[config.mk]
export PLATFORM = sky130hd
export DESIGN_NAME = fir_cell
export DESIGN_NICKNAME = d
export VERILOG_FILES = /design/src/fir_pkg.sv /design/src/fir_cell.sv
export SDC_FILE = /design/constraint.sdc
export NUM_CORES = 1
export LEC_CHECK = 0
export ABC_AREA = 1
export BUFFER_PORTS_ARGS = -buffer_cell sky130_fd_sc_hd__buf_2
export CAP_MARGIN = 20
export CORE_ASPECT_RATIO = 0.8
export CORE_MARGIN = 4
export CORE_UTILIZATION = 30
export CTS_CLUSTER_DIAMETER = 40
export DETAILED_ROUTE_END_ITERATION = 16
export PLACE_DENSITY = 0.55
export SLEW_MARGIN = 20
export SYNTH_ARGS = -nofsm -noshare
export SYNTH_HDL_FRONTEND = slang
export SYNTH_SLANG_ARGS = --single-unit
[constraint.sdc]
create_clock -name clk_i -period 5.69 [get_ports clk_i]
set_input_delay 0 -clock clk_i [delete_from_list [all_inputs] [get_ports clk_i]]
set_output_delay 0 -clock clk_i [all_outputs]
set_load 0.02 [all_outputs]
[src/fir_pkg.sv]
// Shared types for the direct-form FIR filter.
package fir_pkg;

  localparam int unsigned ActionWidth = 2;
  localparam int unsigned IndexWidth  = 6;
  localparam int unsigned TapCntWidth = 7;

  typedef enum logic [ActionWidth-1:0] {
    ACT_FILTER = 2'd0,
    ACT_LOAD   = 2'd1,
    ACT_CLEAR  = 2'd2
  } action_e;

  typedef enum logic [2:0] {
    S_IDLE,
    S_PROD,
    S_FEED,
    S_SUM,
    S_DONE
  } state_e;

  typedef struct packed {
    logic shift;
    logic clear;
    logic load;
  } cell_ctrl_t;

endpackage

[src/fir_cell.sv]
// One tap of the FIR chain: delayed sample, coefficient, product and partial sum.
module fir_cell #(
  parameter int unsigned IDX   = 0,
  parameter int unsigned SW    = 16,
  parameter int unsigned CW    = 16,
  parameter int unsigned ACC_W = 38
) (
  input  logic                                clk_i,
  input  logic                                rst_ni,
  input  fir_pkg::cell_ctrl_t                 ctrl_i,
  input  logic [fir_pkg::IndexWidth-1:0]      coeff_index_i,
  input  logic signed [CW-1:0]                coeff_value_i,
  input  logic [fir_pkg::TapCntWidth-1:0]     tap_count_i,
  input  logic signed [SW-1:0]                x_i,
  output logic signed [SW-1:0]                x_o,
  input  logic                                tok_i,
  input  logic signed [ACC_W-1:0]             psum_i,
  output logic                                tok_o,
  output logic signed [ACC_W-1:0]             psum_o
);

  logic signed [SW-1:0]    x_q;
  logic signed [CW-1:0]    c_q;
  logic signed [SW+CW-1:0] prod_q;
  logic signed [ACC_W-1:0] psum_q;
  logic                    tok_q;
  logic                    active;
  logic                    sel;
  logic signed [ACC_W-1:0] addend;

  // tap 0 always counts, even for a tap count of zero
  assign active = (IDX == 0) || (32'(IDX) < 32'(tap_count_i));
  assign sel    = (32'(IDX) == 32'(coeff_index_i));
  assign addend = active ? ACC_W'(prod_q) : '0;

  always_ff @(posedge clk_i or negedge rst_ni) begin
    if (!rst_ni) begin
      x_q   <= '0;
      c_q   <= '0;
      tok_q <= 1'b0;
    end else begin
      if (ctrl_i.clear) begin
        x_q <= '0;
      end else if (ctrl_i.shift) begin
        x_q <= x_i;
      end
      if (ctrl_i.load && sel) begin
        c_q <= coeff_value_i;
      end
      tok_q <= tok_i;
    end
  end

  always_ff @(posedge clk_i) begin
    prod_q <= x_q * c_q;
    if (tok_i) begin
      psum_q <= psum_i + addend;
    end
  end

  assign x_o    = x_q;
  assign tok_o  = tok_q;
  assign psum_o = psum_q;

endmodule

==> qor.csv, run 1 <==
metric,value,unit
status,"complete, no violations",
cell taking the most area after synthesis,fa_1,
Critical Path Start Type,flip-flop,
YS warnings,0,
Min-Delay Path Class,in -> reg,
CTS H-tree lvls,3,
# clock sinks,103,
worst-skew pair later-pin latency,0.40,ns
crit path cell chain,buf_4 > nand2_1 > fa_1 > inv_1 > fa_1 > buf_4 > fa_1 > fa_1 > fa_1 > inv_1 > fa_1 > inv_1 > ha_2 > nand2_1 > nor2_4 > nand2_1 > inv_1 > nand4_1 > nand4_1 > nand2_1,
vias in the first global route,14720,
final cell count without fillers,3228,
ANT cells,0,
share of cells above drive strength 1,0.1287,
top cell type's share of synthesized area,0.3141,
Post-synth EDFFs,38,
wire length on met3,2603,microns
CTS buffer count,9,
placed cells,3166,
final setup vio count,0,
Syn-to-layout area delta,17.23,%
Max Used Layer,met4,
DR WL met2,20760,microns
final count of pins violating max slew,0,
Worst Skew,0.01659,ns
routed via count,14289,
Routed WL,46560,microns
"Cell Area, Placed",18720,sq um
Port Buffers,136,
Lkg Pwr,11.58,nW
post-DR wirelength/cell,14.42,microns
maxcap violations,0,
largest net degree at the start of global routing,40,
CP required,5.96,ns
GP Congestion,0.9567,
fillcell total,5910,
"slowest stage cell, crit path",fa_1,
Mapped Cells,2276,
final hold vios,0,
Mapped Area,16760,sq um
CP Data Arrival Time,5.72,ns
register bit total from synthesis,103,
Max transition margin,0.3720,
worst-path maximum fanout,8,
drt pass-1 iters,5,
"Top FF cell, synth",edfxtp_1,
critical path type,reg -> reg,
first-pass GRT wire length,76660,microns
post-DP HPWL,40490,microns
antenna-violating nets left,0,
Clock transition at path regs,0.08,ns
drt via density,4.427,
Core Region,55300,sq um
GR Overflow Total,0,
Total Neg Setup Slack,0,ns
FMAX,183.6,MHz
Syn Area/Cell,7.366,sq um
period utilization,0.9574,
die area,59750,sq um
post-synth cell types,34,
sequential fraction of the synthesis area,0.1555,
wl on met1,22610,microns
Clock Tree Buf Depth,2,
Initial Util,0.3032,
critical path buffer and inverter count,6,
first-iteration detailed-routing DRC count,906,
initial antenna violation count,1,
std cell rows,77,
ys async rst share,0.3204,
Worst-Margin Slew,0.9421,ns
# IOs,144,
Worst VDD drop,0.0002564,V
CTS tree,yes,
Die Y,219.4,microns
crit path time final,5.448,ns
"slowest stage delay, CP",0.56,ns
Residual DRC,0,
clk root buf,clkbuf_16,
final core utilization,0.3554,
Total Routing Usage GR,0.1619,
"Design Area, Final",19650,sq um
CP top delay family,adder cells,
endpoint class of the critical path,flip-flop,
"most used cell, CP",fa_1,
chip width,272.3,microns
Final #Nets,2944,
largest cells by area after synthesis,"fa_1 (31%), nand2_1 (15%), inv_1 (14%)",
Pwr per Cell Area,361.7,nW/um^2
Mapped Nets,2747,
final timing paths:
path	startpoint	to	slack, ns	cells past startpoint
max	x_o[15]$_DFFE_PN0P_	prod_q[24]$_DFF_P_	0.24	20
min	psum_i[37]	psum_o[37]$_DFFE_PP_	0.04	4
max reg2reg	x_o[15]$_DFFE_PN0P_	prod_q[24]$_DFF_P_	0.24	20
min reg2reg	prod_q[0]$_DFF_P_	psum_o[0]$_DFFE_PP_	0.52	1
max in group asynchronous	rst_ni	x_o[11]$_DFFE_PN0P_	4.74	2
min in group asynchronous	rst_ni	tok_o$_DFF_PN0_	0.27	2
per-layer routing:
metal	GRT usage	vias up
li1	-	6985
met1	0.2326	6916
met2	0.2613	353
met3	0.02470	35
met4	0.03103	0
met5	0	-
where the power goes:
group / total [mW] / internal [mW] / switching (mW)
registers: 1.23 / 1.09 / 0.137
logic: 5.17 / 1.99 / 3.18
clock network: 0.711 / 0.373 / 0.338
total: 7.11 / 3.45 / 3.66
flip-flops by register name, indices dropped and copies added, names as in the netlist:
name    cells
prod_q     32
c_q        16
psum_o     38
x_o        16
tok_o       1
Yosys cell counts (2+ instances only):
master and number:
a21boi_0 3, a21oi_1 51, a21oi_2 2, buf_2 2, clkbuf_1 69, dfrtp_1 33, dfxtp_1 32, edfxtp_1 38
fa_1 263, ha_1 119, inv_1 634, nand2_1 676, nand2_2 12, nand3_1 82, nand3_2 3, nand3b_1 3
nand4_1 19, nor2_1 109, nor2_2 7, nor3_1 8, nor3_2 3, o21ai_0 47, o21bai_1 11, xnor2_1 6
xor2_1 35
cell type report:
class,count,area [sq um],share of cell area
multi-input combinational,1467,11650,0.5928
sequential,103,2641,0.1344
inverter,635,2384,0.1213
timing repair buffer,257,1723,0.08767
tap,750,938.4,0.04775
clock buffer,11,254.0,0.01292
clock inverter,5,62.56,0.003183
layout by cell type (no fill, tap or decap), drive strengths merged:
cell           n
xnor2          6
bufinv         1
edfxtp        38
nand4         19
o21ai         48
a21oi         53
nor3          11
a21boi         4
xor2          35
fa           263
inv          636
nand2        688
dfxtp         32
clkbuf        11
buf          223
dfrtp         33
nand3b         3
clkinvlp       1
or2            2
nor4           1
a21o           1
ha           119
nand3         85
nor2         117
clkinv         2
o21a           1
dlygate4sd3   34
o21bai        11
timing repair:
item	in CTS	in global routing
setup buffers	0	12
hold buffers	34	0
setup endpoints to repair	0	18
resized for setup	0	64
hold endpoints to repair	66	0
worst register-to-register path, stage by stage, from the launching register on:
cell and delay [ns]:
dfrtp_2 0.47, buf_4 0.15, nand2_1 0.12, fa_1 0.56, inv_1 0.07, fa_1 0.54, buf_4 0.19, fa_1 0.45
fa_1 0.50, fa_1 0.49, inv_1 0.05, fa_1 0.48, inv_1 0.05, ha_2 0.38, nand2_1 0.13, nor2_4 0.15
nand2_1 0.07, inv_1 0.07, nand4_1 0.18, nand4_1 0.15, nand2_1 0.08
metrics by stage:
step	power [mW]	setup WS [ns]	hold slack (ns)
2_1_floorplan	4.532	0.002776	-0.2956
3_3_place_gp	6.152	0.04152	0.1729
3_5_place_dp	6.189	0.04854	0.1839
4_1_cts	6.953	0.002230	0.02256
5_1_grt	7.917	-0.002103	0.05010
6_report	7.108	0.2423	0.04099
cell families (layout without fill, tap and decap cells):
group / after synthesis / count (layout) / synth area share
XOR/XNOR: 41 / 41 / 0.02142
AO/OA/AOI/OAI: 118 / 118 / 0.03844
flip-flops: 103 / 103 / 0.1555
adder cells (fa/ha/maj): 382 / 382 / 0.4029
buffers and inverters: 706 / 908 / 0.1582
AND/OR/NAND/NOR: 926 / 926 / 0.2235
(Power assumes the default switching activity.)
==> inputs of run 2 (changes only) <==
CELL_PAD_IN_SITES_DETAIL_PLACEMENT = 0   (was not set)
CELL_PAD_IN_SITES_GLOBAL_PLACEMENT = 2   (was not set)
CORE_MARGIN = not set   (was 4)
PLACE_DENSITY = 0.81   (was 0.55)
==> qor.csv, run 2 (synthesis results as in run 1) <==
metric,value,unit,change
critical path type,reg -> reg,,
largest net degree at the start of global routing,40,,unchanged
CP Data Arrival Time,5.75,ns,+0.03 ns
Lkg Pwr,11.49,nW,-0.81%
Clock Tree Buf Depth,2,,unchanged
Die Y,213.4,microns,-2.7%
CTS H-tree lvls,3,,unchanged
drt pass-1 iters,5,,unchanged
Max transition margin,0.3657,,-0.006270
Final #Nets,2926,,-0.61%
Routed WL,46810,microns,+0.55%
post-DR wirelength/cell,14.58,microns,+1.1%
CTS buffer count,9,,unchanged
first-pass GRT wire length,76900,microns,+0.31%
worst-path maximum fanout,6,,-2
chip width,266.3,microns,-2.2%
"Design Area, Final",19520,sq um,-0.70%
first-iteration detailed-routing DRC count,862,,-4.9%
placed cells,3155,,-0.35%
RSZ-0062 raised after global routing,true,,
Port Buffers,136,,unchanged
ANT cells,0,,unchanged
GR Overflow Total,0,,unchanged
endpoint class of the critical path,flip-flop,,
Critical Path Start Type,flip-flop,,
Residual DRC,0,,unchanged
vias in the first global route,14588,,-0.90%
Total Routing Usage GR,0.1756,,+0.01369
Worst-Margin Slew,0.9515,ns,+0.009405 ns
CP startpoint,x_o[15]$_DFFE_PN0P_,,
final count of pins violating max slew,0,,unchanged
final setup vio count,0,,unchanged
FMAX,183.2,MHz,-0.22%
Syn-to-layout area delta,16.40,%,
status,"complete, no violations",,
Initial Util,0.3037,,+0.0005291
most frequent cells in the layout,"nand2_1 (674), inv_1 (634), fa_1 (260)",,
setup slack after placement,-0.02729,ns,-0.07583 ns
Clock transition at path regs,0.08,ns,about the same
PnR worst setup slack,0.2305,ns,-0.01178 ns
worst-skew pair later-pin latency,0.40,ns,about the same
GR met1 Demand/Resource,0.2485,,+0.01588
antenna-violating nets left,0,,unchanged
period utilization,0.9595,,+0.002070
drt via density,4.366,,-1.4%
initial antenna violation count,0,,-1
final cell count without fillers,3210,,-0.56%
share of cells above drive strength 1,0.1175,,-0.01125
Min-Delay Path Class,in -> reg,,
routed via count,14016,,-1.9%
# clock sinks,103,,unchanged
"Cell Area, Placed",18690,sq um,-0.15%
M2 GR Usage,0.2813,,+0.02002
GP Congestion,0.9374,,-2.0%
GRT busiest layer,met2,,
post-DP HPWL,40810,microns,+0.81%
number of flip-flops in the largest register,38,,unchanged
# IOs,144,,unchanged
"commonest non-fill, non-tap cell in the layout",nand2_1,,
maxcap violations,0,,unchanged
clk root buf,clkbuf_16,,
Worst Skew,0.01663,ns,+0.00003640 ns
Global Route met3 Usage,0.02871,,+0.004004
die area,56840,sq um,-4.9%
std cell rows,77,,unchanged
total power,6.911,mW,-2.8%
Core Region,55200,sq um,-0.17%
CTS tree,yes,,
WHS,0.03181,ns,-0.009179 ns
R2R Path Start,x_o[15]$_DFFE_PN0P_,,
CP required,5.98,ns,+0.02 ns
Worst VDD drop,0.0002145,V,-16%
Pwr per Cell Area,354.1,nW/um^2,-2.1%
crit path time final,5.460,ns,+0.01178 ns
final hold vios,0,,unchanged
hold_sp,psum_i[37],,
run 2: cell types whose count changed in the layout (fill, tap and decap cells not counted), sizes merged:
cell    before  now
buf        223  205
clkbuf      11   10
inv        636  637
run 2: final cells by class:
| cell class | count | area (sq um) |
|---|---|---|
| Clock buffer | 10 | 229.0 |
| Clock inverter | 6 | 77.57 |
| Fill cell | 5908 | 35690 |
| Inverter | 635 | 2384 |
| Multi-Input combinational cell | 1467 | 11610 |
| Sequential cell | 103 | 2629 |
| Tap cell | 750 | 938.4 |
| Timing Repair Buffer | 239 | 1643 |
run 2: worst max-delay path, stage by stage, from the launching register on:
cell and delay [ns]:
dfrtp_2 0.46, buf_4 0.17, nand2_1 0.10, fa_1 0.52
inv_1 0.08, fa_2 0.56, buf_4 0.19, fa_1 0.48
inv_1 0.06, fa_1 0.53, inv_1 0.05, fa_1 0.45
fa_1 0.50, ha_2 0.31, a21oi_1 0.16, a21boi_1 0.29
nand2_1 0.12, a21oi_1 0.17, nand2_1 0.07, nand2_1 0.05
nand2_1 0.05
run 2: path summary, 6_finish.rpt:
kind | cells after the start | slack [ns] | end
setup / recovery | 20 | 0.23 | prod_q[29]$_DFF_P_
hold / removal | 4 | 0.03 | psum_o[37]$_DFFE_PP_
setup reg to reg | 20 | 0.23 | prod_q[29]$_DFF_P_
hold reg to reg | 1 | 0.53 | psum_o[0]$_DFFE_PP_
max in group asynchronous | 2 | 4.79 | c_q[1]$_DFFE_PN0P_
min in group asynchronous | 2 | 0.27 | x_o[15]$_DFFE_PN0P_
run 2: per-stage QoR:
step / TNS (ns) / utilization
after floorplan: 0 / -
after global placement: -0.01127 / 0.3384
after detailed placement: -0.02729 / 0.3385
after CTS: 0 / 0.3503
after global routing: -0.05790 / 0.3535
final: 0 / 0.3535
run 2: report_power, final:
group	switching [mW]	leakage [nW]	internal, mW
logic	3.12	10.3	1.85
clock network	0.353	0.147	0.349
registers	0.156	1.05	1.09
total	3.63	11.5	3.28
run 2: per-layer routing:
metal | wire, microns | vias to the layer above
met3 | 2434 | 32
met4 | 642 | 0
met2 | 20970 | 268
met1 | 22770 | 6776
li1 | - | 6940
met5 | 0 | -
run 2: repair_timing:
action	in CTS	in global routing
setup buffers	0	5
resized for setup	2	43
hold buffers	34	0
endpoints found under the setup margin	1	17
pin swaps	0	1
endpoints found under the hold margin	66	0
